--- src/design/xterm_key_sequence_decoder_assert.svh ---
// Assertion macros for the key sequence decoder, used by the result queue (xkd_out_buf).
// Each macro expects a clock named clk and an active-high reset named rst in scope.
`ifndef XTERM_KEY_SEQUENCE_DECODER_ASSERT_SVH
`define XTERM_KEY_SEQUENCE_DECODER_ASSERT_SVH

// Property that must hold at every edge outside reset.
`define XKD_ASSERT_ALWAYS(label, prop, msg) \
  label: assert property (@(posedge clk) disable iff (rst) (prop)) else $error(msg);

// Antecedent in this cycle implies consequent in the next one.
`define XKD_ASSERT_NEXT(label, ante, cons, msg) \
  label: assert property (@(posedge clk) disable iff (rst) (ante) |=> (cons)) \
    else $error(msg);

`endif

--- src/design/xkd_pkg.sv ---
// Shared types, character codes and key tables for the key sequence decoder.
// No dependencies; the interfaces, design modules and testbench import this package.
package xkd_pkg;

  localparam int BYTE_W = 8;
  localparam int KIND_W = 3;

  typedef enum logic [KIND_W-1:0] {
    KIND_CHAR  = 3'd0,
    KIND_META  = 3'd1,
    KIND_NAMED = 3'd2,
    KIND_FUNC  = 3'd3,
    KIND_IOERR = 3'd4,
    KIND_INVAL = 3'd5
  } key_kind_t;

  // Named key ids
  localparam logic [BYTE_W-1:0] NK_HOME   = 8'd4;
  localparam logic [BYTE_W-1:0] NK_END    = 8'd5;
  localparam logic [BYTE_W-1:0] NK_INSERT = 8'd6;
  localparam logic [BYTE_W-1:0] NK_DELETE = 8'd7;
  localparam logic [BYTE_W-1:0] NK_PGUP   = 8'd8;
  localparam logic [BYTE_W-1:0] NK_PGDN   = 8'd9;
  localparam logic [BYTE_W-1:0] NK_UNTAB  = 8'd10;

  // Character codes
  localparam logic [BYTE_W-1:0] CH_ESC   = 8'h1B;
  localparam logic [BYTE_W-1:0] CH_O     = 8'h4F;
  localparam logic [BYTE_W-1:0] CH_LBR   = 8'h5B;
  localparam logic [BYTE_W-1:0] CH_TILDE = 8'h7E;
  localparam logic [BYTE_W-1:0] CH_A     = 8'h41;
  localparam logic [BYTE_W-1:0] CH_D     = 8'h44;
  localparam logic [BYTE_W-1:0] CH_F     = 8'h46;
  localparam logic [BYTE_W-1:0] CH_H     = 8'h48;
  localparam logic [BYTE_W-1:0] CH_Z     = 8'h5A;
  localparam logic [BYTE_W-1:0] CH_P     = 8'h50;
  localparam logic [BYTE_W-1:0] CH_S     = 8'h53;
  localparam logic [BYTE_W-1:0] CH_0     = 8'h30;
  localparam logic [BYTE_W-1:0] CH_9     = 8'h39;

  localparam logic [BYTE_W-1:0] NUM_MAX  = 8'd255;

  typedef struct packed {
    logic [BYTE_W-1:0] rx_byte;
    logic              read_error;
  } rx_word_t;

  typedef struct packed {
    key_kind_t         kind;
    logic [BYTE_W-1:0] code;
  } key_word_t;

  function automatic key_word_t mk_key(key_kind_t kind, logic [BYTE_W-1:0] code);
    key_word_t k;
    k.kind = kind;
    k.code = code;
    return k;
  endfunction

  function automatic logic is_arrow(logic [BYTE_W-1:0] b);
    return (b >= CH_A) && (b <= CH_D);
  endfunction

  // Final byte after ESC O.
  function automatic key_word_t ss3_key(logic [BYTE_W-1:0] b);
    key_word_t k;
    if (is_arrow(b)) begin
      k = mk_key(KIND_NAMED, b - CH_A);
    end else if ((b >= CH_P) && (b <= CH_S)) begin
      k = mk_key(KIND_FUNC, b - CH_P + 8'd1);
    end else begin
      k = mk_key(KIND_INVAL, '0);
    end
    return k;
  endfunction

  // Number before a tilde final.
  function automatic key_word_t tilde_key(logic [BYTE_W-1:0] n);
    key_word_t k;
    unique case (n)
      8'd1:    k = mk_key(KIND_NAMED, NK_HOME);
      8'd2:    k = mk_key(KIND_NAMED, NK_INSERT);
      8'd3:    k = mk_key(KIND_NAMED, NK_DELETE);
      8'd4:    k = mk_key(KIND_NAMED, NK_END);
      8'd5:    k = mk_key(KIND_NAMED, NK_PGUP);
      8'd6:    k = mk_key(KIND_NAMED, NK_PGDN);
      8'd15:   k = mk_key(KIND_FUNC, 8'd5);
      8'd17:   k = mk_key(KIND_FUNC, 8'd6);
      8'd18:   k = mk_key(KIND_FUNC, 8'd7);
      8'd19:   k = mk_key(KIND_FUNC, 8'd8);
      8'd20:   k = mk_key(KIND_FUNC, 8'd9);
      8'd21:   k = mk_key(KIND_FUNC, 8'd10);
      8'd23:   k = mk_key(KIND_FUNC, 8'd11);
      8'd24:   k = mk_key(KIND_FUNC, 8'd12);
      default: k = mk_key(KIND_INVAL, '0);
    endcase
    return k;
  endfunction

  // Non-digit final byte after ESC [ and an optional number.
  function automatic key_word_t csi_key(logic [BYTE_W-1:0] b, logic [BYTE_W-1:0] n);
    key_word_t k;
    if (is_arrow(b)) begin
      k = mk_key(KIND_NAMED, b - CH_A);
    end else begin
      priority case (b)
        CH_F:     k = mk_key(KIND_NAMED, NK_END);
        CH_H:     k = mk_key(KIND_NAMED, NK_HOME);
        CH_Z:     k = mk_key(KIND_NAMED, NK_UNTAB);
        CH_TILDE: k = tilde_key(n);
        default:  k = mk_key(KIND_INVAL, '0);
      endcase
    end
    return k;
  endfunction

endpackage

--- src/design/xkd_rx_if.sv ---
// Input channel: one terminal byte or a read-error event per word.
// Depends on xkd_pkg.
interface xkd_rx_if;
  import xkd_pkg::*;

  logic              valid;
  logic              ready;
  logic [BYTE_W-1:0] rx_byte;
  logic              read_error;

  modport source (output valid, rx_byte, read_error, input ready);
  modport sink   (input valid, rx_byte, read_error, output ready);
endinterface

--- src/design/xkd_key_if.sv ---
// Output channel: one decoded key event per word.
// Depends on xkd_pkg.
interface xkd_key_if;
  import xkd_pkg::*;

  logic              valid;
  logic              ready;
  logic [KIND_W-1:0] key_kind;
  logic [BYTE_W-1:0] key_code;

  modport source (output valid, key_kind, key_code, input ready);
  modport sink   (input valid, key_kind, key_code, output ready);
endinterface

--- src/design/xterm_key_sequence_decoder.sv ---
// xterm key sequence decoder: top level.
// Depends on xkd_pkg, xkd_rx_if, xkd_key_if, xkd_in_reg, xkd_decode, xkd_out_buf.
//
// Usage:
//   rx  carries one word per terminal byte: rx_byte, or read_error set when the
//       stream read failed. A word is taken on an edge where valid and ready are high.
//   key carries decoded events: key_kind (char, meta, named, function, io error,
//       invalid) and key_code. Bytes that only advance a sequence (ESC, ESC O,
//       ESC [, digits) produce no key word.
//   Path: a word taken on rx passes through the input register and then the result
//       queue before its key word shows on key.valid.
//   Throughput: one rx word per cycle, sustained while the result queue has room. Every
//       word goes through the input register and one pass of the phase/table decode.
//   Reset (synchronous, rst high) returns the parser to idle, clears the collected
//       number and empties both the input register and the result queue.
//   Stall: the two-entry result queue keeps the output side registered; when it is
//       full, decode holds its word and rx.ready drops until key.ready frees a slot.
module xterm_key_sequence_decoder (
  input  logic  clk,
  input  logic  rst,
  xkd_rx_if.sink    rx,
  xkd_key_if.source key
);
  import xkd_pkg::*;

  rx_word_t  in_word;
  rx_word_t  held_word;
  logic      held_valid;
  logic      buf_full;
  logic      advance;
  logic      res_valid;
  key_word_t res;
  key_word_t out_word;

  assign in_word.rx_byte    = rx.rx_byte;
  assign in_word.read_error = rx.read_error;

  // Decode one held word per cycle while the queue has room.
  assign advance = held_valid && !buf_full;

  xkd_in_reg u_in_reg (
    .clk      (clk),
    .rst      (rst),
    .in_valid (rx.valid),
    .in_word  (in_word),
    .in_ready (rx.ready),
    .consume  (advance),
    .valid    (held_valid),
    .word     (held_word)
  );

  xkd_decode u_decode (
    .clk       (clk),
    .rst       (rst),
    .advance   (advance),
    .word      (held_word),
    .res_valid (res_valid),
    .res       (res)
  );

  // Push only words that actually produce a key event.
  xkd_out_buf u_out_buf (
    .clk       (clk),
    .rst       (rst),
    .push      (advance && res_valid),
    .push_word (res),
    .full      (buf_full),
    .valid     (key.valid),
    .ready     (key.ready),
    .word      (out_word)
  );

  assign key.key_kind = out_word.kind;
  assign key.key_code = out_word.code;
endmodule

--- src/design/xkd_in_reg.sv ---
// Input register stage of the key sequence decoder.
// Depends on xkd_pkg.
module xkd_in_reg (
  input  logic              clk,
  input  logic              rst,
  input  logic              in_valid,
  input  xkd_pkg::rx_word_t in_word,
  output logic              in_ready,
  input  logic              consume,
  output logic              valid,
  output xkd_pkg::rx_word_t word
);
  import xkd_pkg::*;

  // Take a new word when empty or when the held word leaves this cycle.
  assign in_ready = !valid || consume;

  always_ff @(posedge clk) begin
    if (rst) begin
      valid <= 1'b0;
    end else if (in_ready) begin
      valid <= in_valid;
    end
  end

  always_ff @(posedge clk) begin
    if (in_ready && in_valid) begin
      word <= in_word;
    end
  end
endmodule

--- src/design/xkd_decode.sv ---
// Sequence parser: phase and number registers plus single-pass key decode.
// Depends on xkd_pkg.
module xkd_decode (
  input  logic               clk,
  input  logic               rst,
  input  logic               advance,
  input  xkd_pkg::rx_word_t  word,
  output logic               res_valid,
  output xkd_pkg::key_word_t res
);
  import xkd_pkg::*;

  typedef enum logic [3:0] {
    PH_IDLE = 4'b0001,
    PH_ESC  = 4'b0010,
    PH_SS3  = 4'b0100,
    PH_CSI  = 4'b1000
  } phase_t;

  phase_t            phase, phase_next;
  logic [BYTE_W-1:0] num, num_next;
  logic [11:0]       acc;
  logic              is_digit;

  assign is_digit = (word.rx_byte >= CH_0) && (word.rx_byte <= CH_9);
  // num * 10 + digit; the low nibble of an ASCII digit is its value
  assign acc = {1'b0, num, 3'b000} + {3'b000, num, 1'b0} + {8'd0, word.rx_byte[3:0]};

  always_comb begin
    phase_next = phase;
    num_next   = num;
    res_valid  = 1'b0;
    res        = mk_key(KIND_CHAR, word.rx_byte);
    if (word.read_error) begin
      phase_next = PH_IDLE;
      num_next   = '0;
      res_valid  = 1'b1;
      res        = mk_key(KIND_IOERR, '0);
    end else begin
      unique case (phase)
        PH_IDLE: begin
          if (word.rx_byte == CH_ESC) begin
            phase_next = PH_ESC;
          end else begin
            res_valid = 1'b1;
          end
        end
        PH_ESC: begin
          if (word.rx_byte == CH_O) begin
            phase_next = PH_SS3;
          end else if (word.rx_byte == CH_LBR) begin
            phase_next = PH_CSI;
            num_next   = '0;
          end else begin
            phase_next = PH_IDLE;
            res_valid  = 1'b1;
            res        = mk_key(KIND_META, word.rx_byte);
          end
        end
        PH_SS3: begin
          phase_next = PH_IDLE;
          res_valid  = 1'b1;
          res        = ss3_key(word.rx_byte);
        end
        PH_CSI: begin
          if (is_digit) begin
            num_next = (acc > {4'd0, NUM_MAX}) ? NUM_MAX : acc[BYTE_W-1:0];
          end else begin
            phase_next = PH_IDLE;
            num_next   = '0;
            res_valid  = 1'b1;
            res        = csi_key(word.rx_byte, num);
          end
        end
        default: begin
          phase_next = PH_IDLE;
          num_next   = '0;
        end
      endcase
    end
  end

  always_ff @(posedge clk) begin
    if (rst) begin
      phase <= PH_IDLE;
      num   <= '0;
    end else if (advance) begin
      phase <= phase_next;
      num   <= num_next;
    end
  end
endmodule

--- src/design/xkd_out_buf.sv ---
// Two-entry result queue that decouples the output handshake from decode.
// Depends on xkd_pkg and the assertion macro header.
`include "xterm_key_sequence_decoder_assert.svh"

module xkd_out_buf (
  input  logic               clk,
  input  logic               rst,
  input  logic               push,
  input  xkd_pkg::key_word_t push_word,
  output logic               full,
  output logic               valid,
  input  logic               ready,
  output xkd_pkg::key_word_t word
);
  import xkd_pkg::*;

  key_word_t   slots [2];
  logic        wr_ptr;
  logic        rd_ptr;
  logic [1:0]  count;
  logic        pop;

  assign full  = (count == 2'd2);
  assign valid = (count != 2'd0);
  assign pop   = valid && ready;
  assign word  = slots[rd_ptr];

  always_ff @(posedge clk) begin
    if (rst) begin
      wr_ptr <= 1'b0;
      rd_ptr <= 1'b0;
      count  <= 2'd0;
    end else begin
      if (push) begin
        wr_ptr <= !wr_ptr;
      end
      if (pop) begin
        rd_ptr <= !rd_ptr;
      end
      count <= count + {1'b0, push} - {1'b0, pop};
    end
  end

  always_ff @(posedge clk) begin
    if (push) begin
      slots[wr_ptr] <= push_word;
    end
  end

  `XKD_ASSERT_ALWAYS(a_count_range, count != 2'd3, "result queue count out of range")
  `XKD_ASSERT_ALWAYS(a_no_overflow, !(push && full), "push into full result queue")
  `XKD_ASSERT_NEXT(a_fill, push && !pop, count == $past(count) + 2'd1, "queue fill count lost")
endmodule

--- src/flat_wrapper.sv ---
// flat-port wrapper written by rule: the top's interface ports become plain ports
module xterm_key_sequence_decoder_flat import xkd_pkg::*;
  (clk, rst, rx_valid, rx_rx_byte, rx_read_error, rx_ready, key_valid, key_key_kind, key_key_code, key_ready);
  xkd_rx_if rx_i ();
  xkd_key_if key_i ();
  input  logic clk;
  input  logic rst;
  input wire logic [$bits(rx_i.valid)-1:0] rx_valid;
  input wire logic [$bits(rx_i.rx_byte)-1:0] rx_rx_byte;
  input wire logic [$bits(rx_i.read_error)-1:0] rx_read_error;
  output wire logic [$bits(rx_i.ready)-1:0] rx_ready;
  output wire logic [$bits(key_i.valid)-1:0] key_valid;
  output wire logic [$bits(key_i.key_kind)-1:0] key_key_kind;
  output wire logic [$bits(key_i.key_code)-1:0] key_key_code;
  input wire logic [$bits(key_i.ready)-1:0] key_ready;
  assign rx_i.valid = rx_valid;
  assign rx_i.rx_byte = rx_rx_byte;
  assign rx_i.read_error = rx_read_error;
  assign rx_ready = rx_i.ready;
  assign key_valid = key_i.valid;
  assign key_key_kind = key_i.key_kind;
  assign key_key_code = key_i.key_code;
  assign key_i.ready = key_ready;
  xterm_key_sequence_decoder u_core (.clk(clk), .rst(rst), .rx(rx_i), .key(key_i));
endmodule
--- config.mk ---
export PLATFORM = sky130hd
export DESIGN_NAME = xterm_key_sequence_decoder_flat
export DESIGN_NICKNAME = d
export VERILOG_FILES = /design/src/design/xkd_pkg.sv /design/src/design/xkd_rx_if.sv /design/src/design/xkd_key_if.sv /design/src/design/xterm_key_sequence_decoder.sv /design/src/design/xkd_in_reg.sv /design/src/design/xkd_decode.sv /design/src/design/xkd_out_buf.sv /design/src/flat_wrapper.sv
export VERILOG_INCLUDE_DIRS = /design/src /design/src/design
export SDC_FILE = /design/constraint.sdc
export NUM_CORES = 1
export LEC_CHECK = 0
export ABC_CLOCK_PERIOD_IN_PS = 4300
export BUFFER_PORTS_ARGS = -buffer_cell sky130_fd_sc_hd__buf_2
export CORE_ASPECT_RATIO = 1.5
export CORE_MARGIN = 4
export CORE_UTILIZATION = 40
export DETAILED_ROUTE_END_ITERATION = 6
export MAX_ROUTING_LAYER = met4
export PLACE_DENSITY = 0.65
export SLEW_MARGIN = 40
export SYNTH_ARGS = -nofsm -noshare
export SYNTH_HDL_FRONTEND = slang
export SYNTH_SLANG_ARGS = --single-unit
--- constraint.sdc ---
create_clock -name clk -period 4.3 [get_ports clk]
set_clock_uncertainty 0.2 [all_clocks]
set_input_delay 0.43 -clock clk [delete_from_list [all_inputs] [get_ports clk]]
set_output_delay 0.43 -clock clk [all_outputs]
set_load 0.02 [all_outputs]
# ---- Yosys cells after proc, flatten, opt, wreduce, memory -nomap -nowiden
# Memory sizes are Yosys's and may differ from the RTL's. A register that Yosys moved wholly into a read port is not among the register bits.
# Index checks and enable logic that the tools add are counted.
# W data, S select, Z words.
dict set report totals {
  input_bits 13
  wordCells 92
  romBits 224
  memories 2
  mem_bits_rw 22
  out_inout_bits 13
  register_bits 26
}
dict set report classes {
  n_addsub 7
  magnitude_cmp 7
  n_eq_ne 17
  reduce_logical 17
  n_mux 34
}
# name words width rd rd_clocked_by_memory_dff write_ports line
set memory_table {}
lappend memory_table {{(no name shown)} 32 7 1 1 0 xkd_pkg.sv:80} ;# unique case (n)
lappend memory_table {u_core.u_out_buf.slots 2 11 1 1 1 xkd_out_buf.sv:17} ;# key_word_t slots [2];
# operator n
set ops {}
lappend ops {{$mux W11} 6}
lappend ops {{$eq A8 B7 Y1 const B} 6}
lappend ops {{$pmux W11 S4} 1}
lappend ops {{$mux W8} 5}
lappend ops {{$pmux W11 S3} 1}
lappend ops {{$pmux W8 S3} 1}
lappend ops {{$mux W4} 5}
lappend ops {{$mux W9} 2}
lappend ops {{$ge A8 B7 Y1 const B} 2}
lappend ops {{$le A8 B7 Y1 const B} 2}
lappend ops {{$sub A8 B7 Y8 const B} 2}
lappend ops {{$add A11 B9 Y12} 1}
lappend ops {{$add A12 B4 Y12} 1}
lappend ops {{$gt A12 B8 Y1 const B} 1}
lappend ops {{$ne A3 B2 Y1 const B} 4}
lappend ops {{$pmux W4 S3} 1}
lappend ops {{$mux W5} 2}
lappend ops {{$mux W1} 9}
lappend ops {{$add A8 B1 Y8 const B} 1}
lappend ops {{$eq A8 B5 Y1 const B} 1}
lappend ops {{$ge A8 B6 Y1 const B} 1}
lappend ops {{$le A8 B6 Y1 const B} 1}
lappend ops {{$logic_and A1 B1 Y1} 7}
lappend ops {{$eq A4 B1 Y1 const B} 1}
lappend ops {{15 further kinds} 18}

# ---- Logic depth before layout (Yosys ltp)
dict set report depth {
  depth_word 9
  mapped_depth 15
  depth_no_buf 15
}

# ---- Cells and area by module
# From an unflattened synthesis, not the netlist that was laid out.
dict set report hier_totals {
  hier_cells 400
  area_unflattened_um2 3861.2
}
# mod cells_per_inst seq_area_each_um2 area_per_inst_um2 n_inst
set modules_own_cells {}
lappend modules_own_cells {xkd_decode 327 380.4 2488.6 1}
lappend modules_own_cells {xkd_out_buf 57 760.7 1032.2 1}
lappend modules_own_cells {xkd_in_reg 14 290.3 325.3 1}
lappend modules_own_cells {xterm_key_sequence_decoder 2 0.0 15.0 1}

# ---- Worst setup path after synthesis
# No wires, ideal clock.
dict set report synth_path {
  path_kind {register -> register}
  from {register u_core.u_in_reg.word[4] (netlist name)}
  to {register with a tool-made name}
  stages_incl_launch_ff 15
  path_buffers 0
  synth_period_minus_slack_ns 3.680
  arrival_ns 3.403
  slack_ns 0.620
  setup_time_ns 0.077
  path_cell_list {edfxtp_1 > inv_1 > fa_1 > inv_1 > fa_1 > a211oi_1 > o21ai_0 > xor2_1 > or3_4 > o21ai_2 > nor2_1 > ha_1 > mux2i_1 > o31a_1 > o22ai_1}
}

==> run metrics <==
TritonCTS clock tree=yes; # diodes=0; Worst R2R Path Depth=14; initial antenna violation count=0; worst slew pin tran=742 ps; crit end category=flip-flop; setup bufs post-CTS=0; clock sinks=56; register area share after synthesis=0.387; met3 Use GR=0.0242; status=finished, final reports clean; Final period util=0.924; Clock power frac=0.366; largest net degree at the start of global routing=23; clk_lat worst skew=290 ps; synthesis warning total=0; CP Cell Sequence=inv_1, fa_1, inv_1, ha_1, a211o_1, a221oi_2, o2bb2ai_1, or3_1, o21ai_2, nor2_1, ha_1, mux2i_1, o31a_1, o22ai_1; DRC Markers=0; DRT iter0 DRCs=200; port bufs=25; PwrDens=364 mW/mm^2; Starting Density=0.414; top achievable clock speed=0.252 GHz; Async S/R FF share, synth=0; Layout area overhead=11.6%; mean routed wirelength per cell=16.2 um; setup violators final=0; RePlAce Congestion=0.931; 1st-pass router iterations=5; Worst VDD drop=0.197 mV; Post-DRT Antenna Nets=0; die area=0.0109 sq mm; critical path class=reg -> reg; worst hold path class=in -> reg; filler instances=873; first-pass GRT wire length=13.9 mm; crit-path max FO=6; Netlist cell types=79; Internal Power=1110 uW; Final Critical Period=3970 ps; ys flop type=edfxtp_1; Sw Ratio=0.261; Worst slew margin=0.503; CTS Buf Count=5; Post-Syn Nets=413; Core ar.=0.00893 sq mm; Die Width=86.5 um; layout cells sized above 1=0.191; GRT met1 Usage=0.159; RSZ-0062 raised after global routing=no; setup TNS=0 ps; P_sw=393 uW; # IOs=26; Die Height=126 um; cts hold-fix bufs=0; P_leak=0.00173 uW; worst hold path cell count=1; #FFs+latches synth=56; Fin. Hold Viols=0; via count=2908; Crit path largest cell delay=510 ps; number of synthesized flops with an enable pin=31; drt total wl=8.13 mm; final slew viol count=0; Data arrival, critical path=3990 ps; slowest CP cell=fa_1; cts repair resizes=0; all-layer global routing usage=0.164; clock buffer depth=2; dpl hpwl=6.44 mm; MaxCap Viol Count=0; vias in the first global route=2981; Syn Inst Count=371; Final #Nets=434; num rows=42; worst endpoint required time=4320 ps; Gate power share=0.196; Root Driver=clkbuf_16; gr busiest metal=met2; Remaining Overflow, GRT=0; vias per inst=5.78; grt met2 use=0.295; most frequent cells in the layout=edfxtp_1 (31), nor2_1 (30), ha_1 (27); critical path launch point type=flip-flop; Avg Cell Area, Syn=9.98 sq um; Seq pwr share=0.438; clock slew at reported path FFs=70 ps; Min Hold Slack=105 ps; commonest non-fill, non-tap cell in the layout=edfxtp_1; Post-Syn Area=0.00370 sq mm; htree depth=2
==> routing by layer <==
layer	wire, um	share of wire
met5	0	0
met4	388	0.048
met3	277	0.034
met2	4450	0.55
met1	3020	0.37
==> power groups by stage <==
stage	Combinational (uW)	Sequential, uW	Clock [uW]
after floorplan	242	642	0
after global placement	292	669	0
after detailed placement	298	672	0
after CTS	300	660	561
after global routing	329	665	578
final	295	658	550
==> critical path: cells and delay by family, from the launching register on <==
| family | cells | cell delay (ps) |
|---|---|---|
| buf+inv | 2 | 150 |
| fa+ha+maj | 3 | 1210 |
| simple gates | 2 | 510 |
| compound gates | 6 | 1370 |
| mux | 1 | 90 |
| flops | 1 | 380 |
==> cells by family after synthesis <==
family                     count (synthesis)  synth area share
and+or+nand+nor                          116             0.173
DFF                                       56             0.387
buffers and inverters                     40            0.0510
adders and majority gates                 29             0.102
xor gates and xnor gates                  14            0.0331
AOI/OAI and AO/OA                         97             0.197
muxes                                     19            0.0565
==> synth_stat cells (3+ instances only) <==
cell | number | area [sq um]
nor3_1 | 11 | 55.1
o211ai_1 | 6 | 45.0
and2_1 | 4 | 25.0
nor2_1 | 30 | 113
buf_4 | 4 | 30.0
nand4_1 | 5 | 31.3
nand3_1 | 5 | 25.0
edfxtp_1 | 31 | 931
xnor2_1 | 6 | 52.6
dfxtp_1 | 25 | 500
clkbuf_1 | 6 | 22.5
a211oi_1 | 3 | 22.5
and3_1 | 3 | 18.8
a21oi_1 | 21 | 105
nor2b_1 | 8 | 50.1
buf_2 | 5 | 25.0
a31oi_1 | 4 | 25.0
mux2i_1 | 4 | 40.0
xor2_1 | 8 | 70.1
a21o_1 | 4 | 30.0
nand2_1 | 22 | 82.6
ha_1 | 27 | 338
mux2_2 | 12 | 135
o21ai_0 | 14 | 70.1
mux2_1 | 3 | 33.8
inv_1 | 21 | 78.8
a22o_1 | 5 | 43.8
nand2b_1 | 6 | 37.5
==> final cells by class <==
type                       count  area, sq um  area share
timing repair buffer          32          178      0.0430
clock buffer                   6          150      0.0364
multi-input combinational    275         2090       0.505
sequential                    56         1430       0.347
inverter                      22         85.1      0.0206
tap                          110          138      0.0333
clock inverter                 2         60.1      0.0145
==> path summary, 6_finish.rpt <==
path / start / to / slack, ps
hold reg to reg: u_core.u_out_buf.rd_ptr / flip-flop / 320
hold / removal: rx_rx_byte[4] / u_core.u_in_reg.word[5] / 100
setup / recovery: u_core.u_decode.num[2] / flip-flop / 330
setup reg to reg: u_core.u_decode.num[2] / flip-flop / 330
==> stage by stage <==
stage	utilization	std cells	area [sq um]	setup WS (ps)	total power (uW)
after global routing	0.462	503	4130	14.7	1570
after CTS	0.462	503	4130	323	1520
after floorplan	-	371	3700	620	884
after detailed placement	0.439	495	3920	360	970
final	0.462	503	4130	329	1500
after global placement	0.438	495	3910	406	961
(Power assumes the default switching activity.)
